===== src/scvp_pkg.sv =====
// ============================================================================
// S-curve profile package
// Shared widths, saturation helpers, configuration codes and sequencer states.
// ============================================================================
package scvp_pkg;

    localparam int CFG_W     = 32;           // configuration register width
    localparam int T_W       = 32;           // time input width
    localparam int OUT_W     = 32;           // result field width
    localparam int Q_W       = 47;           // internal magnitude, clamped to 2^46
    localparam int DIV_W     = 48;           // serial divider dividend and quotient
    localparam int CFG_IDX_W = 2;
    localparam int CNT_W     = 6;

    localparam logic [CFG_IDX_W-1:0] CFG_MAX_VELOCITY = 2'd0;
    localparam logic [CFG_IDX_W-1:0] CFG_MAX_ACCEL    = 2'd1;
    localparam logic [CFG_IDX_W-1:0] CFG_MAX_JERK     = 2'd2;

    localparam logic [CFG_W-1:0] CFG_RESET = 32'h0001_0000;

    typedef logic [Q_W-1:0] t_q;

    localparam t_q QCAP = 47'h4000_0000_0000;

    typedef enum logic [3:0] {
        CS_DIV_T1,
        CS_DIV_T2,
        CS_DIV_TC,
        CS_SUMS,
        CS_MUL_JT1,
        CS_MUL_Q2,
        CS_MUL_Q3,
        CS_MUL_VT3,
        CS_MUL_Q3D6,
        CS_IDLE
    } t_cfg_state;

    // Limit-derived constants: the user must hold them stable for items in flight.
    typedef struct packed {
        logic [CFG_W-1:0] v;
        logic [CFG_W-1:0] a;
        logic [CFG_W-1:0] j;
        t_q               t1;
        t_q               t2;
        t_q               t3;
        t_q               tt;
        t_q               t4;
        t_q               q2;
        t_q               q2h;
        t_q               q3d6;
        t_q               vt3h;
    } t_prof_consts;

    // Takes a full product, drops the 16 fraction bits and clamps to 2^46.
    function automatic t_q qclamp_prod(input logic [2*Q_W-1:0] p);
        logic [2*Q_W-17:0] sh;
        sh = p[2*Q_W-1:16];
        return (sh > (2*Q_W-16)'(QCAP)) ? QCAP : sh[Q_W-1:0];
    endfunction

    // Unsigned sum clamped to 2^46.
    function automatic t_q qsat_add(input t_q x, input t_q y);
        logic [Q_W:0] s;
        s = {1'b0, x} + {1'b0, y};
        return (s > {1'b0, QCAP}) ? QCAP : s[Q_W-1:0];
    endfunction

endpackage


===== src/scvp_cfg.sv =====
// ============================================================================
// S-curve configuration unit
// Holds the limits and derives the segment times and profile constants.
// ============================================================================
module scvp_cfg import scvp_pkg::*; (
    input  logic                 i_clk,
    input  logic                 i_rst_n,
    input  logic                 i_cfg_we,
    input  logic [CFG_IDX_W-1:0] i_cfg_idx,
    input  logic [CFG_W-1:0]     i_cfg_data,
    output logic                 o_busy,
    output t_prof_consts         o_consts
);
    localparam logic [CNT_W-1:0] DIV_LAST = CNT_W'(DIV_W - 1);
    localparam logic [CNT_W-1:0] MUL_LAST = CNT_W'(Q_W - 1);
    // q3 / 6 is formed as ((q3 / 2) * ceil(2^48 / 3)) >> 48, exact below 2^47.
    localparam t_q               REC3     = 47'd93824992236886;
    localparam int               REC3_SH  = 48;

    t_cfg_state        r_state, n_state;
    logic [CNT_W-1:0]  r_cnt;
    logic [CFG_W-1:0]  r_max_vel, r_max_acc, r_max_jerk;
    t_q                r_t1, r_t2, r_tc, r_t3, r_tt, r_t4;
    t_q                r_jt1, r_q2, r_q3, r_vt3h, r_q3d6;
    logic [CFG_W-1:0]  r_rem, n_rem;
    logic [DIV_W-1:0]  r_quo, n_quo;
    logic [2*Q_W-1:0]  r_macc, n_macc;

    logic              is_div, is_mul, step_last;
    logic [DIV_W-1:0]  dividend;
    logic [CFG_W-1:0]  divisor;
    t_q                mul_a, mul_b;
    t_q                div_res, mul_res, t3_sum, tt_sum;

    logic [CFG_W-1:0]  cur_rem;
    logic [DIV_W-1:0]  cur_quo;
    logic [CFG_W:0]    rem_sh;
    logic              rem_ge;
    logic [2*Q_W-1:0]  cur_macc;
    logic [Q_W:0]      macc_top;

    // Next state.
    always_comb begin
        n_state = r_state;
        case (r_state)
            CS_DIV_T1:   if (r_cnt == DIV_LAST) n_state = CS_DIV_T2;
            CS_DIV_T2:   if (r_cnt == DIV_LAST) n_state = CS_DIV_TC;
            CS_DIV_TC:   if (r_cnt == DIV_LAST) n_state = CS_SUMS;
            CS_SUMS:     n_state = CS_MUL_JT1;
            CS_MUL_JT1:  if (r_cnt == MUL_LAST) n_state = CS_MUL_Q2;
            CS_MUL_Q2:   if (r_cnt == MUL_LAST) n_state = CS_MUL_Q3;
            CS_MUL_Q3:   if (r_cnt == MUL_LAST) n_state = CS_MUL_VT3;
            CS_MUL_VT3:  if (r_cnt == MUL_LAST) n_state = CS_MUL_Q3D6;
            CS_MUL_Q3D6: if (r_cnt == MUL_LAST) n_state = CS_IDLE;
            CS_IDLE:     n_state = CS_IDLE;
            default:     n_state = CS_IDLE;
        endcase
        if (i_cfg_we) begin
            n_state = CS_DIV_T1;
        end
    end

    // Outputs and operand selection.
    always_comb begin
        o_busy   = (r_state != CS_IDLE);
        is_div   = 1'b0;
        is_mul   = 1'b0;
        dividend = '0;
        divisor  = '0;
        mul_a    = '0;
        mul_b    = '0;
        case (r_state)
            CS_DIV_T1: begin
                is_div   = 1'b1;
                dividend = {r_max_acc, 16'h0000};
                divisor  = r_max_jerk;
            end
            CS_DIV_T2: begin
                is_div   = 1'b1;
                dividend = {r_max_vel, 16'h0000};
                divisor  = r_max_acc;
            end
            CS_DIV_TC: begin
                is_div   = 1'b1;
                dividend = 48'h0001_0000_0000;
                divisor  = r_max_vel;
            end
            CS_MUL_JT1: begin
                is_mul = 1'b1;
                mul_a  = Q_W'(r_max_jerk);
                mul_b  = r_t1;
            end
            CS_MUL_Q2: begin
                is_mul = 1'b1;
                mul_a  = r_jt1;
                mul_b  = r_t1;
            end
            CS_MUL_Q3: begin
                is_mul = 1'b1;
                mul_a  = r_q2;
                mul_b  = r_t1;
            end
            CS_MUL_VT3: begin
                is_mul = 1'b1;
                mul_a  = Q_W'(r_max_vel);
                mul_b  = r_t3;
            end
            CS_MUL_Q3D6: begin
                is_mul = 1'b1;
                mul_a  = REC3;
                mul_b  = r_q3 >> 1;
            end
            default: begin
            end
        endcase
        step_last = (is_div && (r_cnt == DIV_LAST)) || (is_mul && (r_cnt == MUL_LAST));

        o_consts.v    = r_max_vel;
        o_consts.a    = r_max_acc;
        o_consts.j    = r_max_jerk;
        o_consts.t1   = r_t1;
        o_consts.t2   = r_t2;
        o_consts.t3   = r_t3;
        o_consts.tt   = r_tt;
        o_consts.t4   = r_t4;
        o_consts.q2   = r_q2;
        o_consts.q2h  = r_q2 >> 1;
        o_consts.q3d6 = r_q3d6;
        o_consts.vt3h = r_vt3h;
    end

    // One restoring division bit and one shift-add multiply bit per cycle.
    always_comb begin
        cur_rem  = (r_cnt == '0) ? '0 : r_rem;
        cur_quo  = (r_cnt == '0) ? dividend : r_quo;
        rem_sh   = {cur_rem, cur_quo[DIV_W-1]};
        rem_ge   = (rem_sh >= {1'b0, divisor});
        n_rem    = rem_ge ? CFG_W'(rem_sh - {1'b0, divisor}) : rem_sh[CFG_W-1:0];
        n_quo    = {cur_quo[DIV_W-2:0], rem_ge};
        div_res  = (n_quo > DIV_W'(QCAP)) ? QCAP : n_quo[Q_W-1:0];

        cur_macc = (r_cnt == '0) ? {{Q_W{1'b0}}, mul_b} : r_macc;
        macc_top = {1'b0, cur_macc[2*Q_W-1:Q_W]} + (cur_macc[0] ? {1'b0, mul_a} : '0);
        n_macc   = {macc_top, cur_macc[Q_W-1:1]};
        mul_res  = qclamp_prod(n_macc);

        t3_sum   = qsat_add(r_t1, r_t2);
        tt_sum   = qsat_add(t3_sum, r_tc);
    end

    always_ff @(posedge i_clk) begin
        if (!i_rst_n) begin
            r_state    <= CS_DIV_T1;
            r_cnt      <= '0;
            r_max_vel  <= CFG_RESET;
            r_max_acc  <= CFG_RESET;
            r_max_jerk <= CFG_RESET;
        end else begin
            r_state <= n_state;
            if (i_cfg_we || step_last || !(is_div || is_mul)) begin
                r_cnt <= '0;
            end else begin
                r_cnt <= r_cnt + 1'b1;
            end
            if (i_cfg_we) begin
                case (i_cfg_idx)
                    CFG_MAX_VELOCITY: r_max_vel  <= i_cfg_data;
                    CFG_MAX_ACCEL:    r_max_acc  <= i_cfg_data;
                    CFG_MAX_JERK:     r_max_jerk <= i_cfg_data;
                    default: begin
                    end
                endcase
            end
        end
    end

    always_ff @(posedge i_clk) begin
        r_rem  <= n_rem;
        r_quo  <= n_quo;
        r_macc <= n_macc;
        if (step_last) begin
            case (r_state)
                CS_DIV_T1:   r_t1   <= div_res;
                CS_DIV_T2:   r_t2   <= div_res;
                CS_DIV_TC:   r_tc   <= div_res;
                CS_MUL_JT1:  r_jt1  <= mul_res;
                CS_MUL_Q2:   r_q2   <= mul_res;
                CS_MUL_Q3:   r_q3   <= mul_res;
                CS_MUL_VT3:  r_vt3h <= mul_res >> 1;
                CS_MUL_Q3D6: r_q3d6 <= Q_W'(n_macc[2*Q_W-1:REC3_SH]);
                default: begin
                end
            endcase
        end
        if (r_state == CS_SUMS) begin
            r_t3 <= t3_sum;
            r_tt <= tt_sum;
            r_t4 <= tt_sum - t3_sum;
        end
    end
endmodule


===== config.mk =====
export PLATFORM = sky130hd
export DESIGN_NAME = scvp_cfg
export DESIGN_NICKNAME = d
export VERILOG_FILES = /design/src/scvp_pkg.sv /design/src/scvp_cfg.sv
export SDC_FILE = /design/constraint.sdc
export NUM_CORES = 2
export LEC_CHECK = 0
export BUFFER_PORTS_ARGS = -buffer_cell sky130_fd_sc_hd__buf_2
export CORE_ASPECT_RATIO = 0.75
export CORE_MARGIN = 2
export CORE_UTILIZATION = 53
export CTS_CLUSTER_DIAMETER = 120
export CTS_CLUSTER_SIZE = 20
export DETAILED_ROUTE_END_ITERATION = 10
export PLACE_DENSITY_LB_ADDON = 0.12
export SYNTH_ARGS = -nofsm -noshare
export SYNTH_HDL_FRONTEND = slang
export SYNTH_SLANG_ARGS = --single-unit

===== constraint.sdc =====
create_clock -name i_clk -period 18.6 [get_ports i_clk]
set_input_delay 1.86 -clock i_clk [delete_from_list [all_inputs] [get_ports i_clk]]
set_output_delay 1.86 -clock i_clk [all_outputs]
set_load 0.02 [all_outputs]

==> impl_results.md <==
* Status: complete, no violations
* Most common cell on crit path: a21oi_1
* Width of the chip at 332 microns
* GRT overflow at 0
* Synthesized area at 42,800 sq um
* DR vias at 37,191
* Top Ports at 557
* Worst hold stages at 2
* Initial Util at 53.3%
* Port buffer count at 553
* Number of flops mapped to enable cells by yosys at 514
* DP HPWL at 127,000 microns
* Final Max Tran Viols at 0
* # hold bufs at CTS at 0
* Leak Pwr at 19.2 nW
* Critical Path Fanout Max at 23
* Largest net degree at the start of global routing at 99
* Clock Tree Buf Depth at 3
* Worst EP required at 19.00 ns
* Cell variety after synth at 96
* Synth top area cells: edfxtp_1 36%, dfxtp_1 13%, ha_1 6.5%, nand2_1 4.9%, a21oi_1 4.4%
* Post-CTS Setup Bufs at 0
* Global-route total usage across every layer at 37.9%
* Number of global-route vias before repair at 32,946
* Relative slew slack at 10.1%
* Worst skew pair latency at 0.66 ns
* Cell Rows at 90
* DRT antenna net count at 0
* CTS root buf: clkbuf_16
* Multi-input logic area at 20,000 sq um
* Hold Crit Class: reg2reg
* Max Cap Viol at 0
* Initial antenna violation count at 9
* Ys async rst share at 0%
* First-pass GRT wire length at 231,000 microns
* Fin crit share at 86.0%
* Unrepaired setup endpoints after global routing: false
* Die area at 83,000 sq um
* Setup Crit Path Kind: reg2reg
* Chip Height at 250 microns
* Final nets at 5,013
* Post-Syn Instances at 4,337
* TritonCTS Buffers at 45
* Main synth FF type: edfxtp_1
* Via density at 6.37
* Worst Skew at 0.0352 ns
* Max incr delay on CP at 0.90 ns
* Synth Warn # at 0
* CTS Sinks at 794
* Part of the Yosys area used for sequential elements at 49.2%
* Startpoint types: flip-flop
* Cell taking the most area after synthesis: edfxtp_1
* Core area at 80,200 sq um
* Fmax at 62.5 MHz
* Clock transition at path regs at 0.10 ns
* Placer Congestion at 1.04
* Register Area at 21,000 sq um
* Crit end category: flip-flop
* Final setup viols at 0
* #FFs+latches synth at 794
* CTS tree: done
* Endpoints failing hold at 0
* Syn avg cell area at 9.86 sq um
* Setup TNS at 0 ns
* Share of the synthesized area in the top cell type at 36.1%
* CP Data Arrival Time at 16.38 ns
* Worst hold slack at 0.436 ns
* Slew @ Worst Pin at 1.35 ns
* Final WL at 164,000 microns
* Drt wl/cell at 28.0 microns
* CTS H-tree lvls at 2
* Initial DRC Count at 5,116
* Peak VDD IR at 0.0813 mV
* Critical path's slowest cell: a221oi_1
* Share of layout cells above drive strength 1 at 16.6%
* Worst reg-to-reg path cell count at 44
* Cts repair resizes at 0
* DRC Markers at 0
* Area growth from synthesis to layout at 11.5%
* Pwr Density at 71.5 nW/um^2
* Fill count at 7,050
* TritonRoute pass-1 iters at 8
* Tmin final at 15.99 ns
==> power breakdown <==
group | switching (mW) | leakage, nW | internal (mW)
Combinational | 0.244 | 11.6 | 0.163
Sequential | 0.0224 | 6.93 | 1.91
Clock | 0.605 | 0.617 | 0.466
Total | 0.871 | 19.2 | 2.54
==> worst max-delay path: cells and delay by family (launching register included) <==
kind                     cells  cell delay (ns)
AND/OR/NAND/NOR             17             6.51
flip-flops                   1             0.43
adder cells (fa/ha/maj)      3             1.21
AO/OA/AOI/OAI               21             6.46
buffers and inverters        2             0.94
XOR/XNOR                     1             0.12
==> synth_stat cells (37+ instances only) <==
cell and instances:
o21ai_0 214, nand3_1 63, a21oi_1 376, nand2b_1 37, clkbuf_1 186, buf_4 49, xnor2_1 104, a21o_1 77
a211oi_1 37, nand2_1 553, and2_1 115, nor3b_1 42, edfxtp_1 514, inv_1 171, a22oi_1 53, xor2_1 60
nor2_1 270, nand4_1 88, dfxtp_1 280, nor3_1 92, a21boi_0 106, nor2b_1 46, ha_1 221
==> state kept, by name, summed over array words and instances, names as in the netlist <==
| register | count |
|---|---|
| r_t1 | 47 |
| r_q2 | 47 |
| r_quo | 48 |
| r_max_jerk | 32 |
| r_tt | 47 |
| r_rem | 32 |
| r_t2 | 47 |
| r_cnt | 6 |
| r_t4 | 47 |
| r_q3 | 46 |
| r_t3 | 47 |
| r_jt1 | 47 |
| r_q3d6 | 46 |
| r_tc | 47 |
| r_max_acc | 32 |
| r_max_vel | 32 |
| r_state | 4 |
| r_macc | 94 |
| r_vt3h | 46 |
==> kinds of logic (layout without fill, tap and decap cells) <==
| family | count (synthesis) | in the layout | synth area share, % |
|---|---|---|---|
| buf+inv | 435 | 873 | 4.32 |
| other cells | 1 | 6 | 0.00877 |
| simple gates | 1455 | 1455 | 16.4 |
| flops | 794 | 794 | 49.2 |
| fa+ha+maj | 226 | 226 | 6.70 |
| compound gates | 1215 | 1215 | 18.7 |
| mux | 47 | 47 | 1.35 |
| xor+xnor | 164 | 164 | 3.36 |
==> stage by stage <==
stage | util, % | total power, mW | instances | setup slack [ns] | area (sq um)
floorplan | - | 2.24 | 4339 | 6.98 | 42800
global placement | 57.8 | 2.36 | 5761 | 3.54 | 46400
detailed placement | 57.8 | 2.36 | 5761 | 3.54 | 46400
CTS | 59.5 | 3.40 | 5835 | 3.44 | 47700
global route | 59.5 | 3.51 | 5835 | 2.04 | 47700
finish | 59.5 | 3.41 | 5838 | 2.61 | 47700
==> final timing paths <==
kind,startpoint,endpoint,slack [ns]
min reg2reg,r_macc[3],r_macc[2],0.44
max,r_t1[13],r_t4[46],2.61
min,r_macc[3],r_macc[2],0.44
max reg2reg,r_t1[13],r_t4[46],2.61
==> layer usage <==
layer  vias up  routed length, microns  track usage [%]
met4        12                    4410             9.03
li1      16674                       -                -
met2      2221                   65700             51.6
met3       238                   22100             13.3
met5         -                      80                0
met1     18046                   71400             57.2
==> placed cells by master (no fill, tap or decap), types with 53 or more instances in the layout <==
cell type  synthesis  layout
dfxtp_1          280     280
nor2_1           270     266
xor2_1            60      60
a22oi_1           53      53
a21oi_1          376     376
nand2_1          553     552
nor3_1            92      85
xnor2_1          104     103
buf_4             49      74
nand4_1           88      88
ha_1             221     221
o21ai_0          214     214
and2_1           115     114
buf_2             14     553
nand3_1           63      63
a21boi_0         106     106
edfxtp_1         514     514
inv_1            171     171
a21o_1            77      77
==> area by class of cell <==
type | count | area share, %
Sequential cell | 794 | 44.1
Tap cell | 1058 | 2.78
Antenna cell | 3 | 0.0157
Timing Repair Buffer | 627 | 6.97
Clock inverter | 3 | 0.0945
Inverter | 172 | 1.35
Clock buffer | 71 | 2.61
Multi-Input combinational cell | 3110 | 42.0
Power figures use the tool's default switching activity.
